<file path="src/hw/rtl/fclq_pkg.sv">
// Shared types and codes of the fault code log queue.
// No dependencies; imported by fclq_slot_unit and fault_code_log_queue_unit.
`default_nettype none
package fclq_pkg;

   localparam int DEFAULT_DEPTH = 16;
   localparam int CMD_W         = 3;
   localparam int STATUS_W      = 3;
   localparam int STAMP_W       = 32;
   localparam int CODE_W        = 16;
   localparam int SLOT_W        = 8;
   localparam int COUNT_W       = 8;

   typedef enum logic [CMD_W-1:0] {
      CMD_NEW_CODE   = 3'd0,
      CMD_PUSH       = 3'd1,
      CMD_DEQUEUE    = 3'd2,
      CMD_RESET_ALL  = 3'd3,
      CMD_READ_FRONT = 3'd4,
      CMD_READ_ENTRY = 3'd5
   } cmd_type;

   typedef enum logic [STATUS_W-1:0] {
      ST_OK             = 3'd0,
      ST_DROPPED_OLDEST = 3'd1,
      ST_ALREADY        = 3'd2,
      ST_FULL           = 3'd3,
      ST_EMPTY          = 3'd4,
      ST_BAD_INDEX      = 3'd5
   } status_type;

   // One stored log entry, as kept in the slot memory
   typedef struct packed {
      logic               cleared;
      logic [CODE_W-1:0]  code;
      logic [STAMP_W-1:0] stamp;
   } entry_type;

   localparam int ENTRY_W = $bits(entry_type);

   // Result of one step of the slot unit
   typedef struct packed {
      logic              hit;
      logic [SLOT_W-1:0] next_slot;
   } step_type;

endpackage
`default_nettype wire

</file>
<file path="src/hw/rtl/fclq_ram.sv">
// Generic single-write, single-read RAM with registered read data.
// No dependencies.
`default_nettype none
module fclq_ram #(
   parameter int WIDTH = 8,
   parameter int DEPTH = 16
) (
   input  wire logic                     clock,
   input  wire logic                     wr_en,
   input  wire logic [$clog2(DEPTH)-1:0] wr_addr,
   input  wire logic [WIDTH-1:0]         wr_data,
   input  wire logic                     rd_en,
   input  wire logic [$clog2(DEPTH)-1:0] rd_addr,
   output logic      [WIDTH-1:0]         rd_data
);

   logic [WIDTH-1:0] mem [DEPTH];

   always_ff @(posedge clock) begin
      if (wr_en) begin
         mem[wr_addr] <= wr_data;
      end
      if (rd_en) begin
         rd_data <= mem[rd_addr];
      end
   end

endmodule
`default_nettype wire

</file>
<file path="src/hw/rtl/fclq_slot_unit.sv">
// Shared slot step unit: circular slot advance and active-code compare.
// Depends on fclq_pkg.
`default_nettype none
module fclq_slot_unit #(
   parameter int DEPTH = fclq_pkg::DEFAULT_DEPTH
) (
   input  wire logic [$clog2(DEPTH)-1:0] slot,
   input  wire fclq_pkg::entry_type      entry,
   input  wire logic [fclq_pkg::CODE_W-1:0] key,
   output fclq_pkg::step_type            result
);
   import fclq_pkg::*;

   localparam int IDX_W = $clog2(DEPTH);

   logic [IDX_W:0]   inc;
   logic [IDX_W-1:0] next;

   always_comb begin
      inc  = {1'b0, slot} + (IDX_W+1)'(1);
      // wrap to slot zero past the last slot
      next = (inc >= (IDX_W+1)'(DEPTH)) ? '0 : inc[IDX_W-1:0];
      result.next_slot = SLOT_W'(next);
      result.hit       = !entry.cleared && (entry.code == key);
   end

endmodule
`default_nettype wire

</file>
<file path="src/hw/rtl/fault_code_log_queue_unit.sv">
// Fault code log queue: circular store of (time, code, cleared) entries.
// Requests enter on req_*, one response per request leaves on rsp_*.
// A request is taken when req_valid is high and req_stall low; req_stall
// stays high while a request is being worked on. The response is held in
// an output register until rsp_valid is high with rsp_stall low.
// Work per request, with n the held entry count (up to DEPTH):
//   new_code, reset_all : scan of all n held entries, then finish
//     (a duplicate code ends the new_code scan early)
//   dequeue, read_front, read_entry : one slot read, then finish
//   push, unknown, bad-index or empty-queue cases : finish only
// The slot scan issues one slot memory read per cycle, stepped through
// the shared slot unit, then judges the last read and finishes. The
// response register loads at the edge that returns the block to ready;
// a stalled response holds the next request in its final step until
// the register frees.
// Reset (synchronous) empties the queue and makes every slot read as zero;
// per-slot written bits clear at once, so no clearing pass is needed.
// Depends on fclq_pkg, fclq_ram and fclq_slot_unit.
`default_nettype none
module fault_code_log_queue_unit #(
   parameter int DEPTH = fclq_pkg::DEFAULT_DEPTH
) (
   input  wire logic                           clock,
   input  wire logic                           reset,
   input  wire logic                           req_valid,
   output logic                                req_stall,
   input  wire logic [fclq_pkg::CMD_W-1:0]     req_command,
   input  wire logic [fclq_pkg::STAMP_W-1:0]   req_time_stamp,
   input  wire logic [fclq_pkg::CODE_W-1:0]    req_fault_code,
   input  wire logic [fclq_pkg::SLOT_W-1:0]    req_slot_index,
   output logic                                rsp_valid,
   input  wire logic                           rsp_stall,
   output logic      [fclq_pkg::STATUS_W-1:0]  rsp_status,
   output logic      [fclq_pkg::STAMP_W-1:0]   rsp_out_time,
   output logic      [fclq_pkg::CODE_W-1:0]    rsp_out_code,
   output logic                                rsp_out_reset,
   output logic      [fclq_pkg::COUNT_W-1:0]   rsp_held_count,
   output logic      [fclq_pkg::COUNT_W-1:0]   rsp_active_count,
   output logic                                rsp_is_empty,
   output logic                                rsp_is_full
);
   import fclq_pkg::*;

   localparam int IDX_W = $clog2(DEPTH);
   localparam int CNT_W = $clog2(DEPTH + 1);

   typedef enum logic [1:0] {
      IDLE,
      SCAN,
      FINISH
   } state_type;

   // control state
   state_type        state_ff, state_in;
   logic [IDX_W-1:0] head_ff, head_in;
   logic [IDX_W-1:0] tail_ff, tail_in;
   logic [CNT_W-1:0] occ_ff, occ_in;
   logic [CNT_W-1:0] active_ff, active_in;
   logic [DEPTH-1:0] written_ff, written_in;
   logic [CNT_W-1:0] left_ff, left_in;
   logic             pend_ff, pend_in;
   logic             found_ff, found_in;
   logic             first_ff, first_in;
   logic             live_ff, live_in;
   logic             rsp_valid_ff, rsp_valid_in;

   // payload
   cmd_type          cmd_ff, cmd_in;
   logic [STAMP_W-1:0] stamp_ff, stamp_in;
   logic [CODE_W-1:0]  code_ff, code_in;
   logic [SLOT_W-1:0]  idx_ff, idx_in;
   logic [IDX_W-1:0] scan_ptr_ff, scan_ptr_in;
   logic [IDX_W-1:0] pend_slot_ff, pend_slot_in;
   logic             head_clr_ff, head_clr_in;
   entry_type        rd_entry_ff, rd_entry_in;
   status_type       rsp_status_ff, rsp_status_in;
   entry_type        rsp_entry_ff, rsp_entry_in;
   logic [CNT_W-1:0] rsp_held_ff, rsp_held_in;
   logic [CNT_W-1:0] rsp_active_ff, rsp_active_in;
   logic             rsp_empty_ff, rsp_empty_in;
   logic             rsp_full_ff, rsp_full_in;

   // memory and unit connections
   logic             ram_wr_en;
   logic [IDX_W-1:0] ram_wr_addr;
   entry_type        ram_wr_data;
   logic             ram_rd_en;
   logic [IDX_W-1:0] ram_rd_addr;
   logic [ENTRY_W-1:0] ram_rd_data;
   entry_type        entry;
   logic [IDX_W-1:0] unit_slot;
   step_type         unit_res;
   logic [IDX_W-1:0] unit_next;

   logic             full, empty, out_free, adv_head, bad_idx_req, bad_idx;
   logic [IDX_W-1:0] app_slot;

   fclq_ram #(
      .WIDTH (ENTRY_W),
      .DEPTH (DEPTH)
   ) u_slots (
      .clock   (clock),
      .wr_en   (ram_wr_en),
      .wr_addr (ram_wr_addr),
      .wr_data (ram_wr_data),
      .rd_en   (ram_rd_en),
      .rd_addr (ram_rd_addr),
      .rd_data (ram_rd_data)
   );

   fclq_slot_unit #(
      .DEPTH (DEPTH)
   ) u_step (
      .slot   (unit_slot),
      .entry  (entry),
      .key    (code_ff),
      .result (unit_res)
   );

   assign entry     = live_ff ? entry_type'(ram_rd_data) : '0;
   assign unit_next = unit_res.next_slot[IDX_W-1:0];

   always_comb begin
      full        = (occ_ff == CNT_W'(DEPTH));
      empty       = (occ_ff == '0);
      out_free    = !rsp_valid_ff || !rsp_stall;
      adv_head    = (cmd_ff == CMD_DEQUEUE) || ((cmd_ff == CMD_NEW_CODE) && full);
      bad_idx_req = ({1'b0, req_slot_index} >= (SLOT_W+1)'(DEPTH));
      bad_idx     = ({1'b0, idx_ff} >= (SLOT_W+1)'(DEPTH));
      unit_slot   = (state_ff == SCAN) ? scan_ptr_ff : (adv_head ? head_ff : tail_ff);
      // append slot: slot zero on an empty queue, else one past the tail
      app_slot    = empty ? '0 : unit_next;

      state_in      = state_ff;
      head_in       = head_ff;
      tail_in       = tail_ff;
      occ_in        = occ_ff;
      active_in     = active_ff;
      written_in    = written_ff;
      left_in       = left_ff;
      pend_in       = pend_ff;
      found_in      = found_ff;
      first_in      = first_ff;
      live_in       = live_ff;
      rsp_valid_in  = rsp_valid_ff && rsp_stall;
      cmd_in        = cmd_ff;
      stamp_in      = stamp_ff;
      code_in       = code_ff;
      idx_in        = idx_ff;
      scan_ptr_in   = scan_ptr_ff;
      pend_slot_in  = pend_slot_ff;
      head_clr_in   = head_clr_ff;
      rd_entry_in   = rd_entry_ff;
      rsp_status_in = rsp_status_ff;
      rsp_entry_in  = rsp_entry_ff;
      rsp_held_in   = rsp_held_ff;
      rsp_active_in = rsp_active_ff;
      rsp_empty_in  = rsp_empty_ff;
      rsp_full_in   = rsp_full_ff;

      ram_wr_en   = 1'b0;
      ram_wr_addr = pend_slot_ff;
      ram_wr_data = '{cleared: 1'b1, code: entry.code, stamp: entry.stamp};
      ram_rd_en   = 1'b0;
      ram_rd_addr = scan_ptr_ff;

      case (state_ff)
         IDLE: begin
            if (req_valid) begin
               cmd_in      = cmd_type'(req_command);
               stamp_in    = req_time_stamp;
               code_in     = req_fault_code;
               idx_in      = req_slot_index;
               pend_in     = 1'b0;
               found_in    = 1'b0;
               first_in    = 1'b0;
               scan_ptr_in = head_ff;
               left_in     = CNT_W'(1);
               state_in    = FINISH;
               case (cmd_type'(req_command))
                  CMD_NEW_CODE, CMD_RESET_ALL: begin
                     left_in = occ_ff;
                     if (!empty) state_in = SCAN;
                  end
                  CMD_DEQUEUE, CMD_READ_FRONT: begin
                     if (!empty) state_in = SCAN;
                  end
                  CMD_READ_ENTRY: begin
                     scan_ptr_in = req_slot_index[IDX_W-1:0];
                     if (!bad_idx_req) state_in = SCAN;
                  end
                  default: begin
                     state_in = FINISH;
                  end
               endcase
            end
         end

         SCAN: begin
            // issue one slot read per cycle, judge it the next cycle
            if (left_ff != '0) begin
               ram_rd_en    = 1'b1;
               live_in      = written_ff[scan_ptr_ff];
               scan_ptr_in  = unit_next;
               left_in      = left_ff - CNT_W'(1);
               pend_in      = 1'b1;
               pend_slot_in = scan_ptr_ff;
            end else begin
               pend_in = 1'b0;
            end
            if (pend_ff) begin
               if (!first_ff) begin
                  first_in    = 1'b1;
                  head_clr_in = entry.cleared;
                  rd_entry_in = entry;
               end
               if ((cmd_ff == CMD_NEW_CODE) && unit_res.hit) begin
                  found_in = 1'b1;
               end
               if (cmd_ff == CMD_RESET_ALL) begin
                  ram_wr_en = 1'b1;
               end
            end
            if ((left_ff == '0) ||
                (pend_ff && (cmd_ff == CMD_NEW_CODE) && unit_res.hit)) begin
               state_in = FINISH;
            end
         end

         FINISH: begin
            if (out_free) begin
               rsp_status_in = ST_OK;
               rsp_entry_in  = '0;
               ram_wr_data   = '{cleared: 1'b0, code: code_ff, stamp: stamp_ff};
               case (cmd_ff)
                  CMD_NEW_CODE: begin
                     if (found_ff) begin
                        rsp_status_in = ST_ALREADY;
                     end else if (full) begin
                        // drop oldest; its slot takes the new entry
                        rsp_status_in = ST_DROPPED_OLDEST;
                        head_in       = unit_next;
                        tail_in       = head_ff;
                        active_in     = active_ff - CNT_W'(!head_clr_ff) + CNT_W'(1);
                        ram_wr_en     = 1'b1;
                        ram_wr_addr   = head_ff;
                        written_in[head_ff] = 1'b1;
                     end else begin
                        if (empty) head_in = '0;
                        tail_in     = app_slot;
                        occ_in      = occ_ff + CNT_W'(1);
                        active_in   = active_ff + CNT_W'(1);
                        ram_wr_en   = 1'b1;
                        ram_wr_addr = app_slot;
                        written_in[app_slot] = 1'b1;
                     end
                  end
                  CMD_PUSH: begin
                     if (full) begin
                        rsp_status_in = ST_FULL;
                     end else begin
                        if (empty) head_in = '0;
                        tail_in     = app_slot;
                        occ_in      = occ_ff + CNT_W'(1);
                        active_in   = active_ff + CNT_W'(1);
                        ram_wr_en   = 1'b1;
                        ram_wr_addr = app_slot;
                        written_in[app_slot] = 1'b1;
                     end
                  end
                  CMD_DEQUEUE: begin
                     if (empty) begin
                        rsp_status_in = ST_EMPTY;
                     end else begin
                        occ_in    = occ_ff - CNT_W'(1);
                        active_in = active_ff - CNT_W'(!head_clr_ff);
                        if (occ_ff == CNT_W'(1)) begin
                           head_in = '0;
                           tail_in = '0;
                        end else begin
                           head_in = unit_next;
                        end
                     end
                  end
                  CMD_RESET_ALL: begin
                     active_in = '0;
                  end
                  CMD_READ_FRONT: begin
                     if (empty) rsp_status_in = ST_EMPTY;
                     else       rsp_entry_in  = rd_entry_ff;
                  end
                  CMD_READ_ENTRY: begin
                     if (bad_idx) rsp_status_in = ST_BAD_INDEX;
                     else         rsp_entry_in  = rd_entry_ff;
                  end
                  default: begin
                     rsp_status_in = ST_OK;
                  end
               endcase
               rsp_held_in   = occ_in;
               rsp_active_in = active_in;
               rsp_empty_in  = (occ_in == '0);
               rsp_full_in   = (occ_in == CNT_W'(DEPTH));
               rsp_valid_in  = 1'b1;
               state_in      = IDLE;
            end
         end

         default: begin
            state_in = IDLE;
         end
      endcase
   end

   always_ff @(posedge clock) begin
      if (reset) begin
         state_ff     <= IDLE;
         head_ff      <= '0;
         tail_ff      <= '0;
         occ_ff       <= '0;
         active_ff    <= '0;
         written_ff   <= '0;
         left_ff      <= '0;
         pend_ff      <= 1'b0;
         found_ff     <= 1'b0;
         first_ff     <= 1'b0;
         live_ff      <= 1'b0;
         rsp_valid_ff <= 1'b0;
      end else begin
         state_ff     <= state_in;
         head_ff      <= head_in;
         tail_ff      <= tail_in;
         occ_ff       <= occ_in;
         active_ff    <= active_in;
         written_ff   <= written_in;
         left_ff      <= left_in;
         pend_ff      <= pend_in;
         found_ff     <= found_in;
         first_ff     <= first_in;
         live_ff      <= live_in;
         rsp_valid_ff <= rsp_valid_in;
      end
      cmd_ff        <= cmd_in;
      stamp_ff      <= stamp_in;
      code_ff       <= code_in;
      idx_ff        <= idx_in;
      scan_ptr_ff   <= scan_ptr_in;
      pend_slot_ff  <= pend_slot_in;
      head_clr_ff   <= head_clr_in;
      rd_entry_ff   <= rd_entry_in;
      rsp_status_ff <= rsp_status_in;
      rsp_entry_ff  <= rsp_entry_in;
      rsp_held_ff   <= rsp_held_in;
      rsp_active_ff <= rsp_active_in;
      rsp_empty_ff  <= rsp_empty_in;
      rsp_full_ff   <= rsp_full_in;
   end

   assign req_stall        = (state_ff != IDLE);
   assign rsp_valid        = rsp_valid_ff;
   assign rsp_status       = rsp_status_ff;
   assign rsp_out_time     = rsp_entry_ff.stamp;
   assign rsp_out_code     = rsp_entry_ff.code;
   assign rsp_out_reset    = rsp_entry_ff.cleared;
   assign rsp_held_count   = COUNT_W'(rsp_held_ff);
   assign rsp_active_count = COUNT_W'(rsp_active_ff);
   assign rsp_is_empty     = rsp_empty_ff;
   assign rsp_is_full      = rsp_full_ff;

endmodule
`default_nettype wire
</file>
<file path="config.mk">
export PLATFORM = sky130hd
export DESIGN_NAME = fault_code_log_queue_unit
export DESIGN_NICKNAME = d
export VERILOG_FILES = /design/src/hw/rtl/fclq_pkg.sv /design/src/hw/rtl/fclq_ram.sv /design/src/hw/rtl/fclq_slot_unit.sv /design/src/hw/rtl/fault_code_log_queue_unit.sv
export SDC_FILE = /design/constraint.sdc
export NUM_CORES = 1
export LEC_CHECK = 0
export ABC_AREA = 1
export BUFFER_PORTS_ARGS = -buffer_cell sky130_fd_sc_hd__buf_2
export CAP_MARGIN = 10
export CORE_MARGIN = 4
export CORE_UTILIZATION = 45
export CTS_BUF_LIST = sky130_fd_sc_hd__clkbuf_4
export DETAILED_ROUTE_END_ITERATION = 16
export PLACE_DENSITY = 0.68
export SLEW_MARGIN = 10
export SYNTH_ARGS = -nofsm -noshare
export SYNTH_HDL_FRONTEND = slang
export SYNTH_SLANG_ARGS = --single-unit
</file>
<file path="constraint.sdc">
create_clock -name clock -period 5 [get_ports clock]
set_input_delay 1.5 -clock clock [delete_from_list [all_inputs] [get_ports clock]]
set_output_delay 1.5 -clock clock [all_outputs]
set_load 0.01 [all_outputs]
</file>
== After elaboration in Yosys (flattened, before gate mapping) ==
Memories as Yosys holds them, arrays and structs flattened. A register that Yosys moved wholly into a read port is not among the register bits.
Index checks and enable logic that the tools add are counted.

* Bits in writable memories: 784
* Register bits after elaboration: 226
* Bits of input ports: 63
* Word-level logic and storage cells: 204
* Memories: 1

* Order comparisons: 8
* Reductions and logical operators: 41
* Equality and inequality tests: 25
* $add $sub $neg: 7
* Bitwise logic cells: 3
* Muxes and demuxes: 90

{| class="wikitable"
|+ Memories
! memory !! words !! bits a word !! read ports !! clocked after memory_dff !! write ports !! RTL line !! RTL
|-
| u_slots.mem || 16 || 49 || 1 || 1 || 1 || fclq_ram.sv:17 || <nowiki>logic [WIDTH-1:0] mem [DEPTH];</nowiki>
|}

{| class="wikitable"
|+ Operator list
! cell !! number
|-
| 49-bit two-way mux || 5
|-
| 49-bit case mux with 2 select lines || 1
|-
| 4-bit two-way mux || 22
|-
| 5-bit two-way mux || 12
|-
| 16-bit two-way mux || 3
|-
| 16-bit OR || 2
|-
| 16-bit case mux with 2 select lines || 1
|-
| 4-bit case mux with 3 select lines || 2
|-
| 5-bit case mux with 4 select lines || 1
|-
| 1-bit two-way mux || 19
|-
| 16-bit equality test || 1
|-
| 8-bit by 5-bit >= comparator with 1-bit output, second input constant || 2
|-
| 4-bit case mux with 2 select lines || 2
|-
| 5-bit by 1-bit adder with 5-bit output, second input constant || 3
|-
| 5-bit zero test || 3
|-
| 4-bit by 5-bit less-than comparator with 1-bit output, second input constant || 3
|-
| 5-bit case mux with 3 select lines || 1
|-
| 2-bit two-way mux || 7
|-
| 3-bit by 2-bit equality test with 1-bit output, second input constant || 4
|-
| 3-bit equality test, second input constant || 4
|-
| 2-bit inequality test, second input constant || 6
|-
| 3-bit case mux with 4 select lines || 1
|-
| 3-bit AND reduction || 4
|-
| 5-bit equality test, second input constant || 2
|-
| other kinds (33) || 63
|}

== Depth between registers and ports, before layout ==
* Depth after elaboration: 17
* Depth in mapped cells: 20
* Mapped depth without buffers: 20

== Cells and area by module ==
A second synthesis with hierarchy kept.

* Cells, all modules: 4435
* Area total of the unflattened synthesis: 46000.4 um^2

{| class="wikitable"
|+ Modules (own cells, without submodules)
! module !! times used !! sequential area each (um^2) !! cells an instance !! area an instance (um^2)
|-
| fclq_ram || 1 || 25014.0 || 3231 || 35197.5
|-
| fault_code_log_queue_unit || 1 || 6206.0 || 1119 || 10406.2
|-
| fclq_slot_unit || 1 || 0.0 || 85 || 396.6
|}

== Least setup slack after synthesis ==
OpenSTA, ideal clock, no wires.

* Path type: input port to flip-flop
* Start: in rsp_stall
* End: mem u_slots.mem[3][0] in the netlist's numbering (enable)
* Data required time: 4.544 ns
* Library setup time: 0.456 ns
* Slack: -0.361 ns
* Stages: 13
* Data arrival time: 4.905 ns
* Buffers on the path: 0
* Path through: nand2_1 -> inv_2 -> nor2_2 -> inv_2 -> nor2_2 -> nand2_1 -> nor2_2 -> inv_2 -> o41ai_1 -> nand2_1 -> a21oi_1 -> nand3_1 -> nor2_1

* Cells in the longest elaborated chain, start to end: 6

{| class="wikitable"
|+ RTL lines
! element !! RTL line !! RTL
|-
| from (decl) || fault_code_log_queue_unit.sv:32 || <nowiki>input wire logic rsp_stall,</nowiki>
|-
| 1-bit zero test (*) || fault_code_log_queue_unit.sv:126 || <nowiki>out_free = !rsp_valid_ff || !rsp_stall;</nowiki>
|-
| 1-bit logical OR (*) || fault_code_log_queue_unit.sv:126 ||
|-
| 1-bit two-way mux || fault_code_log_queue_unit.sv:231 || <nowiki>if (out_free) begin</nowiki>
|-
| 1-bit case mux with 2 select lines || fault_code_log_queue_unit.sv:167 || <nowiki>case (state_ff)</nowiki>
|-
| 1-bit two-way mux || fclq_ram.sv:20 || <nowiki>if (wr_en) begin</nowiki>
|-
| 1-bit two-way mux (not written as such) || fclq_ram.sv:21 || <nowiki>mem[wr_addr] <= wr_data;</nowiki>
|-
| to (decl) || fclq_ram.sv:17 ||
|}

Mark *: on every way between the ends. The rest lies on a longest branch, timed or not.

== Worst setup path in the final report ==
* Start: reg occ_ff[1]
* End: mem u_slots.mem[5][6] in the netlist's numbering (enable)

* Cells in the longest elaborated chain, start to end: 14

{| class="wikitable"
|+ RTL lines
! element !! RTL line !! RTL
|-
| from (decl) || fault_code_log_queue_unit.sv:57 || <nowiki>logic [CNT_W-1:0] occ_ff, occ_in;</nowiki>
|-
| from (signal assigned) || fault_code_log_queue_unit.sv:333 || <nowiki>occ_ff <= occ_in;</nowiki>
|-
| 5-bit equality test || fault_code_log_queue_unit.sv:124 || <nowiki>full = (occ_ff == CNT_W'(DEPTH));</nowiki>
|-
| 1-bit logical AND || fault_code_log_queue_unit.sv:127 || <nowiki>adv_head = (cmd_ff == CMD_DEQUEUE) || ((cmd_ff == CMD_NEW_CODE) && full);</nowiki>
|-
| 1-bit logical OR || fault_code_log_queue_unit.sv:127 ||
|-
| 4-bit two-way mux (2 in a row) || fault_code_log_queue_unit.sv:130 || <nowiki>unit_slot = (state_ff == SCAN) ? scan_ptr_ff : (adv_head ? head_ff : tail_ff);</nowiki>
|-
| 4-bit by 1-bit adder with 5-bit output || fclq_slot_unit.sv:20 || <nowiki>inc = {1'b0, slot} + (IDX_W+1)'(1);</nowiki>
|-
| 5-bit >= comparator || fclq_slot_unit.sv:22 || <nowiki>next = (inc >= (IDX_W+1)'(DEPTH)) ? '0 : inc[IDX_W-1:0];</nowiki>
|-
| 4-bit two-way mux || fclq_slot_unit.sv:22 ||
|-
| 4-bit two-way mux || fault_code_log_queue_unit.sv:132 || <nowiki>app_slot = empty ? '0 : unit_next;</nowiki>
|-
| 4-bit two-way mux || fault_code_log_queue_unit.sv:239 || <nowiki>end else if (full) begin</nowiki>
|-
| 4-bit two-way mux || fault_code_log_queue_unit.sv:237 || <nowiki>if (found_ff) begin</nowiki>
|-
| 4-bit case mux with 2 select lines || fault_code_log_queue_unit.sv:235 || <nowiki>case (cmd_ff)</nowiki>
|-
| 4-bit two-way mux || fault_code_log_queue_unit.sv:231 ||
|-
| 4-bit two-way mux || fault_code_log_queue_unit.sv:167 ||
|}

Parallel ways exist; a longest one is shown, timed or not.

==> run metrics <==
outcome finished clean; worst-case clock buffer depth 4; share of synthesized flip-flops with an asynchronous set or reset 0; maximum clock frequency 243 MHz; latest clock arrival within the worst-skew pair between 1 and 1.5 ns; setup slack of the most critical reg-to-reg path just under 0.9 ns; post-synthesis xor/xnor area fraction 0.00330; reg-to-reg startpoint occ_ff[1]$_SDFFE_PP0P_; transition time at the pin with the least slew margin about 1.2 ns; ports placed on the boundary roughly 140; vias per std cell approximately 5.6; post-synthesis share of cell area spent on full adders, half adders and majority gates 0.00413; placed insts 4,617; Min-Delay Path Depth 2; number of global-route vias before repair 28,173; RSZ-0062 raised after global routing false; number of distinct standard cells referenced by the synthesized netlist 49; Max-Cap Viols 0; combinational family with the most area after synthesis compound AO/OA/AOI/OAI gates; initial antenna violation count 3; 1st-pass router iterations 7; core footprint around 93,000 um2; initial core utilization 0.454; number of cells on the worst reg-to-reg path 20; kind of end point of the critical path flop; mapped cell area approximately 42,000 um2; post-DP HPWL approximately 58,000 um; number of enable-type register cells in the synthesized netlist 1,009; fill count roughly 8,000; worst min-delay path startpoint written_ff[6]$_SDFFE_PP0P_; kind of start point of the critical path flop; Rows between 100 and 150; overall power of the completed layout 27.7 mW; number of max-slew violations in the final report 0; area of the die around 100,000 um2; final standard cell count with taps included and fillers excluded around 5,100; # Post-CTS Setup Buffers 0; reg2reg end u_slots.mem[5][6]$_DFFE_PP_; final-report hold violation count 0; final critical delay including setup and external delays roughly 4 ns; wire length of the first global-routing pass 164,000 um; category of cells accounting for the largest share of critical-path delay simple AND/OR/NAND/NOR gates; hold bufs inserted after CTS 0; Hold EP written_ff[6]$_SDFFE_PP0P_; simple-gate share of the synthesized area 0.0927; largest fanout on the critical path 31; Yosys warnings 0; worst hold path class flop to flop; number of vias after detailed routing between 20,000 and 30,000; Final period util 0.823; clock slew at the register clock pins of the worst setup and hold paths ~0.070 ns; primary flip-flop cell chosen by synthesis mapping edfxtp_1; Root Buffer Master clkbuf_4; critical path, cell by cell inv_1 -> ha_1 -> nand3_4 -> nand2_4 -> nand2_4 -> nand2_1 -> nand3_1 -> nand2_1 -> ha_1 -> inv_1 -> nand3_2 -> nand3_4 -> nand2_1 -> nand2_1 -> nor2_1 -> nor2_1 -> nor2_2 -> nand2_2 -> nor2_4 -> buf_4; chip width between 300 and 400 um; compound-gate portion of the synthesized area 0.126; data required time at the worst endpoint about 5.7 ns; clock tree from TritonCTS built; post-route setup TNS 0 ns; relative slew slack 0.175; Static Leak between 15 and 20 nW; Cells after Synth between 3,000 and 4,000; cell at the slowest stage of the critical path buf_4; die span in y between 300 and 400 um; Most common cell on crit path nand2_1; total of cells resized after clock tree synthesis 0; fraction of layout cells with a size suffix above 1 0.189; relative area change from synthesis to final layout 13.9%; number of nets still failing antenna checks after routing 0; share of synthesized area spent on multiplexers 0; maximum number of pins on one net before global-route repair 203; number of buffer and inverter stages on the critical path 3; setup violators final 0; largest incremental delay on the critical path 0.56 ns; Initial DRC Count about 2,700; number of buffers inserted during clock tree synthesis between 200 and 300; worst ir drop on vdd about 450 uV; total power density per cell area 573 nW/um2; GRT overflow 0; critical setup path kind flop to flop; share of the yosys chip area belonging to registers 0.736; Min Hold Slack around 0.47 ns; number of H-tree levels 5; synthesized area per cell 12.7 um2; Final Wtd Congestion 0.912; clock sink total between 1,000 and 1,500; post-detailed-routing wire length 108,000 um; arrival time reported for the critical path endpoint slightly below 5 ns; total routing resource utilization after global routing 0.216; Residual DRC 0; nets@finish around 3,700; register bit total from synthesis ~1,100; # port buffers 128; skew final about 0.10 ns; mean routed wirelength per cell 21.2 um
## synth_stat cells (2+ instances only)
cell,count,area [um2]
nand2_1,273,1020
buf_1,7,26.3
or2_2,6,37.5
inv_2,10,37.5
nor2_2,7,43.8
o2111ai_1,2,17.5
o22ai_1,79,494
a21oi_1,51,255
nand3_1,78,390
inv_1,191,717
nor2_1,524,1970
clkbuf_1,196,736
nand4_1,10,62.6
a31oi_1,23,144
buf_2,2,10.0
nor3_1,17,85.1
nand2_4,6,67.6
nor2_4,3,33.8
buf_4,7,52.6
o21ai_1,5,25.0
xnor2_1,5,43.8
nand3_4,3,52.6
o211ai_1,87,653
o221ai_1,126,1100
dfxtp_1,46,921
nand3_2,4,40.0
nor4_1,3,18.8
ha_1,14,175
edfxtp_1,1009,30300
nand2_2,9,56.3
xor2_1,11,96.3
o21ai_0,512,2560
## layout make-up
type | count | area, um2 | share of cell area
Clock buffer | 394 | 2960 | 0.0612
Sequential cell | 1055 | 31200 | 0.646
Timing Repair Buffer | 228 | 1570 | 0.0324
Antenna cell | 9 | 22.5 | 0.000466
Multi-Input combinational cell | 1878 | 9760 | 0.202
Clock inverter | 60 | 427 | 0.00883
Inverter | 202 | 769 | 0.0159
Tap cell | 1254 | 1570 | 0.0325
## power by group
part	switching [mW]	total, mW	leakage [nW]	internal (mW)
logic	6.34	8.70	5.37	2.36
clock network	3.35	7.32	2.02	3.97
registers	0.341	11.6	9.71	11.3
## through the flow
stage                     worst slack [ns]  cell area, um2   util
after floorplan                     -0.361           42400      -
after global placement               0.489           44900  0.480
after detailed placement             0.410           44900  0.480
after CTS                            0.949           48300  0.516
after global routing                 0.609           48300  0.517
final                                0.885           48300  0.517
## sequential cells by signal, summed over array words and instances, names as in the netlist, 2 cells and up
| register | flops |
|---|---|
| active_ff | 5 |
| cmd_ff | 3 |
| code_ff | 16 |
| head_ff | 4 |
| idx_ff | 4 |
| left_ff | 5 |
| occ_ff | 5 |
| pend_slot_ff | 4 |
| ram_rd_addr | 4 |
| rd_entry_ff | 49 |
| rsp_active_ff | 5 |
| rsp_held_ff | 5 |
| rsp_out_code | 16 |
| rsp_out_time | 32 |
| rsp_status | 3 |
| stamp_ff | 32 |
| state_ff | 2 |
| tail_ff | 4 |
| u_slots.mem | 784 |
| u_slots.rd_data | 49 |
| written_ff | 16 |
## worst register-to-register path: cells and delay by family, from the launching register on
family	cells	cell delay, ns
adders and majority gates	2	0.47
buffers and inverters	3	0.79
DFF	1	0.35
and+or+nand+nor	15	2.09
## worst max-delay path by stage
stage	from	end	cells past startpoint
floorplan	rsp_stall	u_slots.mem[3][0]$_DFFE_PP_	13
global placement	rsp_stall	u_slots.mem[2][28]$_DFFE_PP_	15
detailed placement	rsp_stall	u_slots.mem[2][41]$_DFFE_PP_	15
CTS	occ_ff[1]$_SDFFE_PP0P_	u_slots.mem[5][1]$_DFFE_PP_	20
global route	state_ff[1]$_SDFFE_PP0P_	u_slots.mem[5][24]$_DFFE_PP_	18
finish	occ_ff[1]$_SDFFE_PP0P_	u_slots.mem[5][6]$_DFFE_PP_	20
## cell families (layout without fill, tap and decap cells)
group           Yosys count  after routing
flops                  1055           1055
simple gates            947            947
compound gates          895            895
buf+inv                 415            884
xor+xnor                 16             16
fa+ha+maj                14             14
other cells               1             15
## cells in the final DEF (no fill, tap or decap), types with 5 or more instances in the layout
| cell type | Yosys | final |
|---|---|---|
| nand2_1 | 273 | 273 |
| buf_12 | 0 | 14 |
| bufinv_16 | 0 | 7 |
| o21ai_1 | 5 | 16 |
| xor2_1 | 11 | 11 |
| diode_2 | 0 | 9 |
| a31oi_1 | 23 | 22 |
| dfxtp_1 | 46 | 45 |
| nand4_1 | 10 | 10 |
| nand2_4 | 6 | 6 |
| buf_2 | 2 | 128 |
| buf_4 | 7 | 86 |
| or2_2 | 6 | 6 |
| conb_1 | 1 | 6 |
| clkbuf_4 | 0 | 394 |
| clkinv_2 | 0 | 9 |
| inv_1 | 191 | 186 |
| a21oi_1 | 51 | 51 |
| nor2_1 | 524 | 507 |
| ha_1 | 14 | 14 |
| nor2_2 | 7 | 6 |
| nor2_4 | 3 | 21 |
| o22ai_1 | 79 | 79 |
| edfxtp_1 | 1009 | 1009 |
| o21ai_0 | 512 | 501 |
| nand2_2 | 9 | 9 |
| xnor2_1 | 5 | 5 |
| o221ai_1 | 126 | 126 |
| clkinv_1 | 1 | 39 |
| nor3_1 | 17 | 17 |
| o211ai_1 | 87 | 87 |
| nand3_1 | 78 | 78 |
| inv_2 | 10 | 17 |
## layer usage
layer	track usage	vias up	share of wire
met2	0.351	1252	0.48
met1	0.286	13976	0.41
met5	0	-	0
met4	0.0862	0	0.031
li1	-	13055	-
met3	0.0436	224	0.077
No activity file was read; power rests on OpenSTA's default activity.
